[config.mk]
export PLATFORM = sky130hd
export DESIGN_NAME = dlpa_front
export DESIGN_NICKNAME = d
export VERILOG_FILES = /design/src/design/dlpa_pkg.sv /design/src/design/dlpa_front.sv
export SDC_FILE = /design/constraint.sdc
export NUM_CORES = 1
export LEC_CHECK = 0
export ABC_AREA = 1
export BUFFER_PORTS_ARGS = -buffer_cell sky130_fd_sc_hd__buf_2
export CORE_AREA = 2 2 131 133
export DETAILED_ROUTE_END_ITERATION = 7
export DIE_AREA = 0 0 133 135
export PLACE_DENSITY = 0.65
export SYNTH_ARGS = -nofsm -noshare
export SYNTH_HDL_FRONTEND = slang
export SYNTH_SLANG_ARGS = --single-unit
[constraint.sdc]
create_clock -name vclk -period 3.37
set_input_delay 0 -clock vclk [all_inputs]
set_output_delay 0 -clock vclk [all_outputs]
set_load 0.05 [all_outputs]
[src/design/dlpa_pkg.sv]
// Shared types, codes and constants for the DHCP lease pool allocator.
// Used by the front, queue, back and top level; the RAM does not use it. Depends on nothing.
package dlpa_pkg;

  // Field widths of the words on either side
  localparam int unsigned TIME_W   = 32;
  localparam int unsigned CLIENT_W = 16;
  localparam int unsigned ADDR_W   = 16;
  localparam int unsigned EXP_W    = 33;
  localparam int unsigned CODE_W   = 2;
  localparam int unsigned SIZE_W   = 11;

  // Default pool depth and register reset values
  localparam int unsigned POOL_DEPTH_DEF    = 1024;
  localparam logic [SIZE_W-1:0] POOL_SIZE_RST = 11'd1024;
  localparam logic [TIME_W-1:0] DEF_LEASE_RST = 32'd3600;
  localparam logic [TIME_W-1:0] MAX_LEASE_RST = 32'd86400;
  localparam logic [TIME_W-1:0] MIN_LEASE_RST = 32'd60;

  // Configuration register indexes
  localparam logic [1:0] CFG_POOL_SIZE = 2'd0;
  localparam logic [1:0] CFG_DEF_LEASE = 2'd1;
  localparam logic [1:0] CFG_MAX_LEASE = 2'd2;
  localparam logic [1:0] CFG_MIN_LEASE = 2'd3;

  // Message types and receivers
  localparam logic [CODE_W-1:0] MODE_DISCOVER = 2'd0;
  localparam logic [CODE_W-1:0] MODE_REQUEST  = 2'd1;
  localparam logic [CODE_W-1:0] TGT_BCAST     = 2'd0;
  localparam logic [CODE_W-1:0] TGT_HERE      = 2'd1;
  localparam logic [CODE_W-1:0] TGT_OTHER     = 2'd2;

  // Per-address lease states
  localparam logic [1:0] ST_FREE  = 2'd0;
  localparam logic [1:0] ST_OFFER = 2'd1;
  localparam logic [1:0] ST_OCC   = 2'd2;
  localparam logic [1:0] ST_EXP   = 2'd3;

  // Reply kinds
  localparam logic [CODE_W-1:0] KIND_OFFER = 2'd0;
  localparam logic [CODE_W-1:0] KIND_ACK   = 2'd1;
  localparam logic [CODE_W-1:0] KIND_NAK   = 2'd2;

  // Width of one pool entry: state, owner, expiry
  localparam int unsigned ENTRY_W = 2 + CLIENT_W + EXP_W;

  // Operation handed from the front to the back
  typedef enum logic [1:0] {
    OP_DISCOVER,
    OP_REQ_HERE,
    OP_REQ_OTHER
  } op_t;

  // One classified message as it waits in the queue
  typedef struct packed {
    op_t                 op;
    logic [TIME_W-1:0]   now;
    logic [CLIENT_W-1:0] client;
    logic [ADDR_W-1:0]   req_addr;
    logic [TIME_W-1:0]   want;
    logic [TIME_W-1:0]   lease_add;
    logic                use_want;
  } item_t;

  // Status of the back end seen by the front and the top level
  typedef struct packed {
    logic clearing;
    logic busy;
  } back_status_t;

endpackage

[src/design/dlpa_front.sv]
// Front end: accepts message words, drops unhandled kinds and picks the lease term.
// Depends on dlpa_pkg.
module dlpa_front (
  input  logic                           s_tvalid,
  output logic                           s_tready,
  input  logic [95:0]                    s_tdata,
  input  logic [3:0]                     s_tuser,
  input  logic [dlpa_pkg::TIME_W-1:0]    default_lease,
  input  logic [dlpa_pkg::TIME_W-1:0]    max_lease,
  input  logic [dlpa_pkg::TIME_W-1:0]    min_lease,
  input  dlpa_pkg::back_status_t         bstat,
  input  logic                           q_ready,
  output logic                           q_push,
  output dlpa_pkg::item_t                q_item
);

  logic [dlpa_pkg::TIME_W-1:0]   now;
  logic [dlpa_pkg::CLIENT_W-1:0] client;
  logic [dlpa_pkg::ADDR_W-1:0]   req_addr;
  logic [dlpa_pkg::TIME_W-1:0]   want;
  logic [dlpa_pkg::CODE_W-1:0]   mode;
  logic [dlpa_pkg::CODE_W-1:0]   target;
  logic                          handled;
  dlpa_pkg::op_t                 op;
  logic [dlpa_pkg::TIME_W:0]     diff;
  logic                          neg;
  logic                          gt_max;
  logic                          lt_min;

  assign now      = s_tdata[31:0];
  assign client   = s_tdata[47:32];
  assign req_addr = s_tdata[63:48];
  assign want     = s_tdata[95:64];
  assign mode     = s_tuser[1:0];
  assign target   = s_tuser[3:2];

  // No word is taken while the pool is being cleared or the queue is full.
  assign s_tready = q_ready && !bstat.clearing;

  // Classify the message.
  always_comb begin
    handled = 1'b1;
    op      = dlpa_pkg::OP_DISCOVER;
    if (mode == dlpa_pkg::MODE_DISCOVER && target == dlpa_pkg::TGT_BCAST) begin
      op = dlpa_pkg::OP_DISCOVER;
    end else if (mode == dlpa_pkg::MODE_REQUEST && target == dlpa_pkg::TGT_HERE) begin
      op = dlpa_pkg::OP_REQ_HERE;
    end else if (mode == dlpa_pkg::MODE_REQUEST && target == dlpa_pkg::TGT_OTHER) begin
      op = dlpa_pkg::OP_REQ_OTHER;
    end else begin
      handled = 1'b0;
    end
  end

  // Lease term: an in-bounds request keeps its end time; else default, max or min.
  assign diff   = {1'b0, want} - {1'b0, now};
  assign neg    = diff[dlpa_pkg::TIME_W];
  assign gt_max = !neg && (diff[dlpa_pkg::TIME_W-1:0] > max_lease);
  assign lt_min = neg || (diff[dlpa_pkg::TIME_W-1:0] < min_lease);

  always_comb begin
    q_item.op       = op;
    q_item.now      = now;
    q_item.client   = client;
    q_item.req_addr = req_addr;
    q_item.want     = want;
    q_item.use_want = (want != '0) && !gt_max && !lt_min;
    if (want == '0) begin
      q_item.lease_add = default_lease;
    end else if (gt_max) begin
      q_item.lease_add = max_lease;
    end else begin
      q_item.lease_add = min_lease;
    end
  end

  assign q_push = s_tvalid && s_tready && handled;

endmodule

==> results.sh <==
export IMPL_status="finished, violations left"
export IMPL_failed_checks="setup timing"
export IMPL_antenna_found_initial=0
export IMPL_final_layout_size_suffix_gt1_share_pct=46.63
export IMPL_fp_row_count=47
export IMPL_fmaxAchievable_mhz=296.2
export IMPL_power_internal_mw=0.8976
export IMPL_cp_slowest_cell="fa_2"
export IMPL_grt_pass1_vias=6137
export IMPL_crit_buf_inv=7
export IMPL_critPathArrivalTime_ns=3.38
export IMPL_maxSlewHeadroom_pct=63.16
export IMPL_drt_total_wl_um=18910
export IMPL_syn_area_sq_mm=0.005655
export IMPL_setup_viol=2
export IMPL_drtAntennaViolNets=0
export IMPL_seq_cells=0
export IMPL_die_w_um=133
export IMPL_crit_top_cell="nand2_2"
export IMPL_cp_startpoint="s_tdata[64]"
export IMPL_grt_use_met3_pct=1.051
export IMPL_drt_initial_drc_count=241
export IMPL_track_usage_pct=19.09
export IMPL_end_kind="output port"
export IMPL_syn_nets=1239
export IMPL_finalPower_mw=2.234
export IMPL_drc=0
export IMPL_netlist_instances=943
export IMPL_worstHoldStart="s_tdata[51]"
export IMPL_worstMarginPinSlew_ns=0.5525
export IMPL_gp_routability_congestion=0.8478
export IMPL_period_share_pct=100.2
export IMPL_hold_buffers=0
export IMPL_avgViaCountPerCell=4.675
export IMPL_synth_area_top_cells="ha_1 21%, nand2_1 14%, buf_4 13%"
export IMPL_power_frac_clock_pct=0
export IMPL_synth_most_common_cell="nand2_1"
export IMPL_min_path_type="input port to output port"
export IMPL_setup_ws_ns=-0.005611
export IMPL_fin_crit_ns=3.376
export IMPL_numPortBuffers=268
export IMPL_synth_cell_type_count=40
export IMPL_hold_path_cell_count=0
export IMPL_setup_worst_path_start_class="input port"
export IMPL_worstPathMaxFanout=6
export IMPL_seq_area_sq_um=0
export IMPL_die_y_um=135
export IMPL_critPathMaxStageDelay_ns=0.39
export IMPL_wire_per_inst_um=13.43
export IMPL_busiest_layer="met2"
export IMPL_fp_coreArea_sq_mm=0.01641
export IMPL_required_ns=3.37
export IMPL_drv_slew=0
export IMPL_hpwl_um=15900
export IMPL_synth_warnings=0
export IMPL_ioPinCount=333
export IMPL_hold_viol=0
export IMPL_cp_top_family="simple AND/OR/NAND/NOR gates"
export IMPL_setup_tns_ns=-0.005913
export IMPL_p_comb_share_pct=100.0
export IMPL_power_per_cell_area_mw_per_mm2=279.3
export IMPL_synthTopCellsByCount="214 x nand2_1, 151 x inv_1, 99 x buf_4, 95 x ha_1, 70 x nor2_1"
export IMPL_drv_cap=0
export IMPL_p_leak_nw=4.586
export IMPL_antenna_cells=0
export IMPL_grt_overflow=0
export IMPL_fp_dieArea_sq_mm=0.01796
export IMPL_rsz0062_at_grt="true"
export IMPL_path_depth=28
export IMPL_synth_seq_area_share_pct=0
export IMPL_vdd_drop_max_v=0.0001118
export IMPL_netSwitchingFraction_pct=59.82
export IMPL_yosys_area_top_type="ha_1"
export IMPL_sequentialPowerShare_pct=0
export IMPL_grt_max_degree=35
export IMPL_grt_first_pass_wirelength_um=28640
export IMPL_grt_util_met1_pct=24.86
export IMPL_use_met2_pct=35.87
export IMPL_synth_avg_cell_area_sq_um=5.997
export IMPL_fillers=1647
export IMPL_via_count=6582
export IMPL_first_pass_iters=5
export IMPL_crit_type="input port to output port"
export IMPL_final_nets=1486
export IMPL_nClkBuffers=0
export IMPL_start_util_pct=34.47
export IMPL_synth_top_area_share_pct=21.02
export IMPL_power_switching_mw=1.336
export IMPL_area_growth_pct=41.39
==> power by group through the flow <==
stage / Clock [mW] / Combinational, mW / Sequential [mW]
after floorplan: 0 / 1.46 / 0
after global placement: 0 / 1.92 / 0
after detailed placement: 0 / 1.94 / 0
after CTS: 0 / 2.01 / 0
after global routing: 0 / 2.45 / 0
final: 0 / 2.23 / 0
==> layout make-up <==
| class | count | area [sq um] | share of cell area [%] |
|---|---|---|---|
| multi-input cells | 674 | 4756 | 59.47 |
| inverters | 155 | 584.3 | 7.307 |
| repair buffers | 359 | 2381 | 29.78 |
| well taps | 220 | 275.3 | 3.442 |
==> placed cells by master (no fill, tap or decap), drive strengths merged, types with 3 or more instances in the layout <==
master  Yosys  routed
xnor2       6       6
a211oi      4       4
nor2       72      72
nand3      52      52
clkbuf      3       3
o21bai      3       3
o21ai      26      26
buf       111     356
nor4        8       8
nand4      43      43
nor3        8       8
inv       154     154
xor2       18      18
a21o        4       4
o21a        4       4
a21oi      66      66
ha         95      95
nand2     254     254
==> worst paths after layout <==
kind | slack (ns) | end
worst min-delay path | 0.00002 | q_item[68]
worst max-delay path | -0.006 | q_item[12]
==> stage by stage <==
stage | std cells | setup slack (ns) | cell area, sq um | utilization (%) | hold WS, ns
2_1_floorplan | 943 | 0.1620 | 5658 | - | 0.1671
3_3_place_gp | 1399 | -0.1691 | 7106 | 43.31 | 0.0003409
3_5_place_dp | 1399 | -0.1880 | 7106 | 43.31 | 0.0003409
4_1_cts | 1400 | 0.008966 | 7246 | 44.16 | 0.0003409
5_1_grt | 1408 | -0.2146 | 7996 | 48.74 | 0.00007184
6_report | 1408 | -0.005611 | 7996 | 48.74 | 0.00001802
==> kinds of logic (layout without fill, tap and decap cells) <==
family	count (synthesis)	in the layout	synth area share [%]
simple gates	442	442	38.63
buf+inv	269	514	25.35
compound gates	112	112	10.93
fa+ha+maj	96	96	21.37
xor+xnor	24	24	3.717
==> per-layer routing <==
layer	routed length [um]	vias to the layer above	part of all wire, %
met5	0	-	0
met4	203	0	1.1
met3	806	22	4.3
met2	9612	195	51
met1	8288	2903	44
li1	-	3462	-
==> timing repair <==
| item | CTS | global route |
|---|---|---|
| pin swaps | 4 | 35 |
| gates cloned | 0 | 3 |
| setup buffers | 1 | 5 |
| setup endpoints to repair | 33 | 33 |
| resized for setup | 44 | 163 |
Note: power is estimated with default switching activity, not from simulation.
