File: src/design/dlpa_pkg.sv
// Shared types, codes and constants for the DHCP lease pool allocator.
// Used by the front, queue, back and top level; the RAM does not use it. Depends on nothing.
package dlpa_pkg;

  // Field widths of the words on either side
  localparam int unsigned TIME_W   = 32;
  localparam int unsigned CLIENT_W = 16;
  localparam int unsigned ADDR_W   = 16;
  localparam int unsigned EXP_W    = 33;
  localparam int unsigned CODE_W   = 2;
  localparam int unsigned SIZE_W   = 11;

  // Default pool depth and register reset values
  localparam int unsigned POOL_DEPTH_DEF    = 1024;
  localparam logic [SIZE_W-1:0] POOL_SIZE_RST = 11'd1024;
  localparam logic [TIME_W-1:0] DEF_LEASE_RST = 32'd3600;
  localparam logic [TIME_W-1:0] MAX_LEASE_RST = 32'd86400;
  localparam logic [TIME_W-1:0] MIN_LEASE_RST = 32'd60;

  // Configuration register indexes
  localparam logic [1:0] CFG_POOL_SIZE = 2'd0;
  localparam logic [1:0] CFG_DEF_LEASE = 2'd1;
  localparam logic [1:0] CFG_MAX_LEASE = 2'd2;
  localparam logic [1:0] CFG_MIN_LEASE = 2'd3;

  // Message types and receivers
  localparam logic [CODE_W-1:0] MODE_DISCOVER = 2'd0;
  localparam logic [CODE_W-1:0] MODE_REQUEST  = 2'd1;
  localparam logic [CODE_W-1:0] TGT_BCAST     = 2'd0;
  localparam logic [CODE_W-1:0] TGT_HERE      = 2'd1;
  localparam logic [CODE_W-1:0] TGT_OTHER     = 2'd2;

  // Per-address lease states
  localparam logic [1:0] ST_FREE  = 2'd0;
  localparam logic [1:0] ST_OFFER = 2'd1;
  localparam logic [1:0] ST_OCC   = 2'd2;
  localparam logic [1:0] ST_EXP   = 2'd3;

  // Reply kinds
  localparam logic [CODE_W-1:0] KIND_OFFER = 2'd0;
  localparam logic [CODE_W-1:0] KIND_ACK   = 2'd1;
  localparam logic [CODE_W-1:0] KIND_NAK   = 2'd2;

  // Width of one pool entry: state, owner, expiry
  localparam int unsigned ENTRY_W = 2 + CLIENT_W + EXP_W;

  // Operation handed from the front to the back
  typedef enum logic [1:0] {
    OP_DISCOVER,
    OP_REQ_HERE,
    OP_REQ_OTHER
  } op_t;

  // One classified message as it waits in the queue
  typedef struct packed {
    op_t                 op;
    logic [TIME_W-1:0]   now;
    logic [CLIENT_W-1:0] client;
    logic [ADDR_W-1:0]   req_addr;
    logic [TIME_W-1:0]   want;
    logic [TIME_W-1:0]   lease_add;
    logic                use_want;
  } item_t;

  // Status of the back end seen by the front and the top level
  typedef struct packed {
    logic clearing;
    logic busy;
  } back_status_t;

endpackage

File: src/design/dlpa_queue.sv
// Two-entry queue of classified messages between the front and the back.
// Depends on dlpa_pkg.
module dlpa_queue (
  input  logic            clk,
  input  logic            rst,
  input  logic            push,
  input  dlpa_pkg::item_t push_item,
  output logic            ready,
  input  logic            pop,
  output logic            valid,
  output dlpa_pkg::item_t head,
  output logic [1:0]      count
);

  dlpa_pkg::item_t slots [2];
  logic            wr_ptr;
  logic            rd_ptr;

  assign ready = (count != 2'd2);
  assign valid = (count != 2'd0);
  assign head  = slots[rd_ptr];

  // Pointer and fill count
  always_ff @(posedge clk) begin
    if (rst) begin
      wr_ptr <= 1'b0;
      rd_ptr <= 1'b0;
      count  <= 2'd0;
    end else begin
      if (push) begin
        wr_ptr <= !wr_ptr;
      end
      if (pop) begin
        rd_ptr <= !rd_ptr;
      end
      if (push && !pop) begin
        count <= count + 2'd1;
      end else if (pop && !push) begin
        count <= count - 2'd1;
      end
    end
  end

  // Storage
  always_ff @(posedge clk) begin
    if (push) begin
      slots[wr_ptr] <= push_item;
    end
  end

endmodule

File: config.mk
export PLATFORM = sky130hd
export DESIGN_NAME = dlpa_queue
export DESIGN_NICKNAME = d
export VERILOG_FILES = /design/src/design/dlpa_pkg.sv /design/src/design/dlpa_queue.sv
export SDC_FILE = /design/constraint.sdc
export NUM_CORES = 1
export LEC_CHECK = 0
export BUFFER_PORTS_ARGS = -buffer_cell sky130_fd_sc_hd__buf_4
export CORE_MARGIN = 2
export CORE_UTILIZATION = 40
export CTS_CLUSTER_SIZE = 30
export DETAILED_ROUTE_END_ITERATION = 6
export SKIP_LAST_GASP = 1
export SLEW_MARGIN = 20
export SYNTH_ARGS = -nofsm -noshare
export SYNTH_HDL_FRONTEND = slang
export SYNTH_SLANG_ARGS = --single-unit
File: constraint.sdc
create_clock -name clk -period 8.7 [get_ports clk]
set_input_delay 0.435 -clock clk [delete_from_list [all_inputs] [get_ports clk]]
set_output_delay 0.435 -clock clk [all_outputs]
set_load 0.05 [all_outputs]
==> results.toml, run 1 <==
[die]
boundaryPins = 270
fp.dieH_um = 162
core-area_sq_mm = 0.0245
rows = 57
start_util_pct = 41.0
die_area_sq_mm = 0.0264
die_w_um = 162

[timing]
slew_violations = 0
tightest_slew_ns = 0.920
final.period_utilization_pct = 36.5
fin_tns_setup_ns = 0
clock_skew_ns = 0.0231
slew-limit-headroom_pct = 38.7
fmax_mhz = 315
grt_setup_unrepaired = "false"
finalHoldViolations = 0
fin_crit_ns = 3.17
setup_viol = 0

[synth]
synth_fp_nets = 566
postSynthAreaPerCell_sq_um = 23.3
synth_area_sq_mm = 0.0100
yosys_warnings = 0
synth_top_area_share_pct = 78.4
ys_types = 19
synth_cells = 430
synth_top_cell_by_area = "edfxtp_1"
ys_seq_area_share_pct = 79.4
yosys-top-cells-area = "edfxtp_1 78%, mux2_4 13%, mux2_2 4.6%, buf_6 1.1%, dfxtp_1 1.0%"
synth_seq_cells = 267

[global_routing]
antenna_found_initial = 0
grt_pass1_vias = 5256
grt_overflow = 0
grt_max_degree = 54
grt_pass1_wl_um = 29100
grt_use_total_pct = 14.2

[min_path]
hold_path_depth = 1
min_to = "slots[0][16]"
hold_start = "push_item[16]"
min_path_type = "input pin to register"

[final_layout]
n_antenna_cell = 0
postLayoutCoreUtil_pct = 54.1
syn_to_final_growth_pct = 31.8
seq_area_sq_mm = 0.00797
fill_cells = 1950
drive_gt1_share_pct = 60.1
fin_nets = 857
multi_input_area_sq_mm = 0.00193

[worst_setup_path]
arrival_ns = 2.74
reg2reg_slack_ns = 5.88
required_ns = 8.27
critical_path_class = "register to output pin"
r2r_start = "wr_ptr"
critPathLaunchType = "register"
rr_endpoint = "slots[0][54]"
crit_path_end_kind = "output pin"
critPathMaxFanout = 49
reg2reg_depth = 4

[placed_design]
hpwl_um = 13100
place.gp.congestion = 0.713
port-buffer-count = 269

[cts]
clk_latency_ns = 0.53
cts_max_level = 1
post-cts-setup-buffer-count = 0
cts.clk_slew.worst_paths_ns = 0.06
clock_sinks = 267
hold_buffers = 0
clk_root_buffer_cell = "clkbuf_16"
cts_tree = "built"
cts_buffer_depth = 3
cts-resized-gates = 0
cts_buffers = 28

[power_and_ir_drop]
p_leak_nw = 5.13
p_per_area_mw_per_mm2 = 242
vdd_drop_max_v = 0.000179

[route]
route.detailed.drc = 0
wl_um = 19600
vias = 4914
drt_pass1_iterations = 4
final_antenna_net_count = 0
wl_per_cell_um = 18.3
drt-initial-drc-count = 235
via_per_inst = 4.61

[run_status]
status = "complete, no violations"

[flow_run]
drv_cap = 0
==> worst max-delay path by stage <==
stage               startpoint      endpoint  slack, ns  cells past startpoint
finish                register     head[124]       5.53                      3
global route          register     head[124]       5.36                      3
CTS                   register     head[124]       5.46                      3
detailed placement        push  slots[0][34]       5.37                      4
global placement          push  slots[0][39]       5.45                      4
floorplan               wr_ptr   slots[0][0]       1.94                      1
==> stage by stage <==
stage,power (mW),worst slack (ns),hold slack [ns],cells,cell area (sq um)
detailed placement,2.18,5.37,0.513,1014,12400
floorplan,1.99,1.94,0.480,430,10000
CTS,3.25,5.46,0.0544,1065,13200
global route,3.32,5.36,0.0554,1066,13200
global placement,2.16,5.45,0.496,1013,12400
finish,3.20,5.53,0.0840,1066,13200
==> routing by layer <==
| layer | vias up | GRT usage [%] | wire length [um] |
|---|---|---|---|
| li1 | 2288 | - | - |
| met3 | 36 | 4.84 | 1860 |
| met4 | 0 | 4.51 | 557 |
| met1 | 2400 | 17.5 | 7670 |
| met2 | 190 | 23.9 | 9470 |
| met5 | - | 0 | 0 |
==> cell type report <==
| class | count | area share [%] |
|---|---|---|
| multi-input combinational | 147 | 14.6 |
| timing repair buffer | 276 | 15.9 |
| clock buffer | 37 | 5.71 |
| tap | 324 | 3.06 |
| inverter | 1 | 0.0284 |
| sequential | 267 | 60.2 |
| clock inverter | 14 | 0.482 |
==> critical path: stages (launching register included) <==
cell and delay (ns):
dfxtp_4 0.73, buf_4 0.80, mux2_2 0.42, buf_4 0.19
==> flip-flops by register name, indices dropped and copies added, names as in the netlist, named ones only <==
signal	flops
rd_ptr	1
count	2
slots	262
wr_ptr	1
==> cells in the final DEF, fill, tap and decap left out, types with 4 or more instances in the layout <==
cell       instances
buf_4            274
clkbuf_1           8
clkbuf_16         29
clkinv_1           8
clkinv_2           5
dfxtp_1            4
edfxtp_1         262
mux2_2            41
mux2_4            90
nor2_1             4
==> cells by family (layout without fill, tap and decap cells) <==
| logic type | count (synthesis) | count (layout) | share of synthesized area (%) |
|---|---|---|---|
| simple gates | 9 | 9 | 0.461 |
| buf+inv | 16 | 328 | 1.51 |
| flops | 267 | 267 | 79.4 |
| xor+xnor | 4 | 4 | 0.349 |
| compound gates | 2 | 2 | 0.0996 |
| fa+ha+maj | 1 | 1 | 0.125 |
| mux | 131 | 131 | 18.1 |
==> synthesized netlist by cell type (all sizes together) <==
cell	number
ha	1
inv	1
nor2b	1
dfxtp	5
nand2b	1
nor2	4
xor2	2
edfxtp	262
mux2	131
and2	1
o21ai	1
or3	1
or2	1
xnor2	2
buf	15
a21oi	1
==> report_power, final <==
part / internal [mW] / switching, mW / leakage [nW]
sequential: 1.50 / 0.0271 / 2.50
clock: 0.606 / 0.455 / 0.403
combinational: 0.230 / 0.384 / 2.22
(Power assumes the default switching activity.)
==> run 2, diff against run 1 <==
==> constraint.sdc (replaced) <==
create_clock -name clk -period 2.92 [get_ports clk]
set_input_delay 0.146 -clock clk [delete_from_list [all_inputs] [get_ports clk]]
set_output_delay 0.146 -clock clk [all_outputs]
set_load 0.05 [all_outputs]
==> results.toml, run 2 (synthesis results as in run 1) <==
[cts]
clk_latency_ns = 0.53
cts_tree = "built"
cts_buffers = 30
clock_sinks = 267
post-cts-setup-buffer-count = 0
cts-resized-gates = 0
clk_root_buffer_cell = "clkbuf_16"
cts_buffer_depth = 3
cts_max_level = 1
cts.clk_slew.worst_paths_ns = 0.06

[route]
wl_per_cell_um = 17.0
final_antenna_net_count = 0
via_per_inst = 4.55
vias = 5486
drt-initial-drc-count = 253
drt_pass1_iterations = 6
route.detailed.drc = 0
wl_um = 20500

[run_status]
status = "complete, no violations"

[timing]
fmax_mhz = 424
fin_crit_ns = 2.36
grt_setup_unrepaired = "false"
clock_skew_ns = 0.00747
slew-limit-headroom_pct = 55.1
fin_tns_setup_ns = 0
tightest_slew_ns = 0.673
setup_viol = 0
final.period_utilization_pct = 80.8
slew_violations = 0
finalHoldViolations = 0

[global_routing]
grt_pass1_wl_um = 31500
grt_pass1_vias = 6045
grt_overflow = 0
grt_use_total_pct = 15.1
grt_max_degree = 83
antenna_found_initial = 0

[die]
die_area_sq_mm = 0.0264
fp.dieH_um = 162
start_util_pct = 41.0
rows = 57
boundaryPins = 270
die_w_um = 162
core-area_sq_mm = 0.0245

[final_layout]
n_antenna_cell = 0
top_register = "slots"
largest_register_ffs = 262
mostFrequentLayoutCells = "271 x buf_4, 262 x edfxtp_1, 135 x dlygate4sd3_1"
fin_nets = 994
fill_cells = 1771
syn_to_final_growth_pct = 47.5
top_regs = "slots: 262 flops, count: 2 flops"
drive_gt1_share_pct = 51.9
stdcell_count = 1206
final_common_cell = "buf_4"

[placed_design]
hpwl_um = 12800
port-buffer-count = 269
numPlacedInstances = 1015
place.gp.congestion = 0.789

[worst_setup_path]
critPathMaxFanout = 30
rr_endpoint = "slots[0][116]"
reg2reg_slack_ns = 1.25
critical_path_class = "register to output pin"
required_ns = 2.77
crit_path_end_kind = "output pin"
arrival_ns = 2.21
worstPathCellList = "buf_4 > mux2_2 > buf_4"
critPathMostFrequentCell = "buf_4"
critPathLaunchType = "register"
critPathSlowestCell = "dfxtp_4"
max_stage_delay_ns = 0.63
r2r_start = "wr_ptr"
reg2reg_depth = 2

[min_path]
min_path_type = "input pin to register"
hold_path_depth = 2
hold_start = "push_item[123]"
min_to = "slots[0][123]"

[flow_run]
drv_cap = 0

[power_and_ir_drop]
p_per_area_mw_per_mm2 = 694
p_leak_nw = 5.79
vdd_drop_max_v = 0.000516
p_total_mw = 10.3
[run 2: changes by cell type in the layout (fill, tap and decap cells not counted), sizes merged]
cell and change:
inv +1, clkbuf -4, dlygate4sd3 +135, bufinv +4, clkinvlp +2, clkinv +2
[run 2: worst max path at each step]
stage                   from     endpoint
floorplan             wr_ptr  slots[0][0]
global placement    register      head[3]
detailed placement  register     head[21]
CTS                 register     head[21]
global route        register    head[125]
finish              register    head[125]
[run 2: cell type report]
cell class                 count  area [sq um]  share of cell area, %
clock buffer                  33           783                   5.29
clock inverter                23           223                   1.50
inverter                       1          3.75                 0.0254
multi-input combinational    147          1930                   13.0
sequential                   267          7970                   53.9
tap                          324           405                   2.74
timing repair buffer         411          3490                   23.6
[run 2: what timing repair did]
item | in CTS | in global routing
setup endpoints to repair | 0 | 0
hold buffers | 135 | 0
hold endpoints to repair | 267 | 0
[run 2: worst max-delay path: cells and delay by family (launching register included)]
kind	cells	cell delay, ns
flip-flops	1	0.63
multiplexers	1	0.39
buffers and inverters	2	0.63
[run 2: report_power, final]
| part | switching, mW | internal (mW) |
|---|---|---|
| clock network | 1.44 | 2.28 |
| registers | 0.0800 | 4.48 |
| logic | 1.18 | 0.808 |
| total | 2.70 | 7.57 |
[run 2: routing by layer]
layer	part of all wire (%)	global-route usage [%]	vias up
li1	-	-	2566
met1	42	19.7	2674
met2	48	25.7	225
met3	8.3	3.87	21
met4	1.1	3.30	0
met5	0	0	-
[run 2: stage by stage]
stage	area (sq um)	hold WS, ns	setup slack [ns]	util (%)
2_1_floorplan	10000	0.215	0.211	-
3_3_place_gp	12400	0.332	1.16	50.9
3_5_place_dp	12400	0.334	1.09	50.9
4_1_cts	14800	0.308	0.509	60.5
5_1_grt	14800	0.311	0.436	60.5
6_report	14800	0.339	0.559	60.5
==> run 3, diff against run 2 <==
==> constraint.sdc (replaced) <==
create_clock -name clk -period 2.45 [get_ports clk]
set_input_delay 0.1225 -clock clk [delete_from_list [all_inputs] [get_ports clk]]
set_output_delay 0.1225 -clock clk [all_outputs]
set_load 0.05 [all_outputs]
==> results.toml, run 3 (synthesis results as in run 1) <==
[power_and_ir_drop]
pwr-share-comb_pct = 20.5
clkPwrFrac_pct = 33.0
p_switching_mw = 3.11
p_per_area_mw_per_mm2 = 796
vdd_drop_max_v = 0.000453
seqPwrFrac_pct = 46.5
p_sw_share_pct = 26.6
intPower_mw = 8.56
p_total_mw = 11.7
p_leak_nw = 5.71

[timing]
grt_setup_unrepaired = "false"
finalHoldViolations = 0
final.period_utilization_pct = 90.0
fin_crit_ns = 2.21
fmax_mhz = 453
tightest_slew_ns = 0.567
slew-limit-headroom_pct = 62.2
clock_skew_ns = 0.0105
slew_violations = 0
setup_viol = 0

[global_routing]
grt_pass1_vias = 5899
antenna_found_initial = 0
grt_max_degree = 91
grt_pass1_wl_um = 31700
grt_use_total_pct = 15.5
grt_overflow = 0

[route]
drt-initial-drc-count = 273
drt_pass1_iterations = 4
route.detailed.drc = 0
final_antenna_net_count = 0
wl_um = 21200
vias = 5447
wl_per_cell_um = 17.7
via_per_inst = 4.54

[cts]
cts_max_level = 1
hold_buffers = 134
cts.clk_slew.worst_paths_ns = 0.06
cts-resized-gates = 0
post-cts-setup-buffer-count = 0
cts_tree = "built"
clock_sinks = 267
clk_latency_ns = 0.53
cts_buffer_depth = 3
clk_root_buffer_cell = "clkbuf_16"
cts_buffers = 28

[placed_design]
port-buffer-count = 269
place_area_sq_mm = 0.0125
place.gp.congestion = 0.755
hpwl_um = 13600

[run_status]
status = "complete, no violations"

[worst_setup_path]
crit_path_end_kind = "output pin"
critical_path_class = "register to output pin"
arrival_ns = 2.08
critPathMaxFanout = 20
required_ns = 2.33
critPathLaunchType = "register"

[die]
boundaryPins = 270
die_w_um = 162
rows = 57
die_area_sq_mm = 0.0264
start_util_pct = 41.0
fp.dieH_um = 162
core-area_sq_mm = 0.0245

[min_path]
min_path_type = "input pin to register"

[final_layout]
syn_to_final_growth_pct = 46.0
fin_nets = 992
top_regs = "slots: 262 flops, count: 2 flops"
top_register = "slots"
final_area_sq_mm = 0.0146
drive_gt1_share_pct = 51.3
n_antenna_cell = 0
largest_register_ffs = 262
mostFrequentLayoutCells = "271 x buf_4, 262 x edfxtp_1, 134 x dlygate4sd3_1"
final_common_cell = "buf_4"

[flow_run]
drv_cap = 0
-- run 3: power by group through the flow --
stage               combinational [mW]  sequential [mW]  clock (mW)
finish                            2.39             5.43        3.85
global route                      2.50             5.45        4.18
CTS                               2.42             5.43        3.98
detailed placement                2.23             5.52           0
global placement                  2.21             5.50           0
floorplan                         1.54             5.51           0
-- run 3: worst paths after layout --
kind,cells after the start,start,slack (ns),to
worst max-delay path,3,register,0.24,head[125]
worst min-delay path,4,push,0.08,count[0]
worst max register to register,2,wr_ptr,1.04,slots[1][51]
worst min register to register,2,count[1],0.55,count[1]
-- run 3: cell type report --
class | instances | area (sq um)
clock buffers | 38 | 759
well taps | 324 | 405
flip-flops and latches | 267 | 7970
repair buffers | 411 | 3500
fillers | 1789 | 9810
inverters | 1 | 3.75
clock inverters | 12 | 83.8
multi-input cells | 147 | 1930
-- run 3: through the flow --
step                      hold WS [ns]  TNS, ns  utilization [%]  setup slack (ns)  cells
final                           0.0764        0             59.9             0.244   1200
after global routing            0.0846        0             59.9             0.152   1200
after floorplan                  0.187   -31.38                -            -0.240    430
after detailed placement         0.310        0             50.9             0.770   1016
after global placement           0.307        0             50.9             0.794   1016
after CTS                       0.0431        0             59.9             0.195   1200
-- run 3: routing by layer --
metal	GRT usage [%]	vias to the layer above	share of wire (%)
met5	0	-	0
met4	5.11	0	2.4
met3	3.67	37	7.4
met2	26.7	228	49
met1	19.5	2628	41
li1	-	2554	-
-- run 3: worst max-delay path: stages, from the launching register on --
cell     delay (ns)
dfxtp_4        0.58
buf_4          0.39
mux2_2         0.38
buf_4          0.19
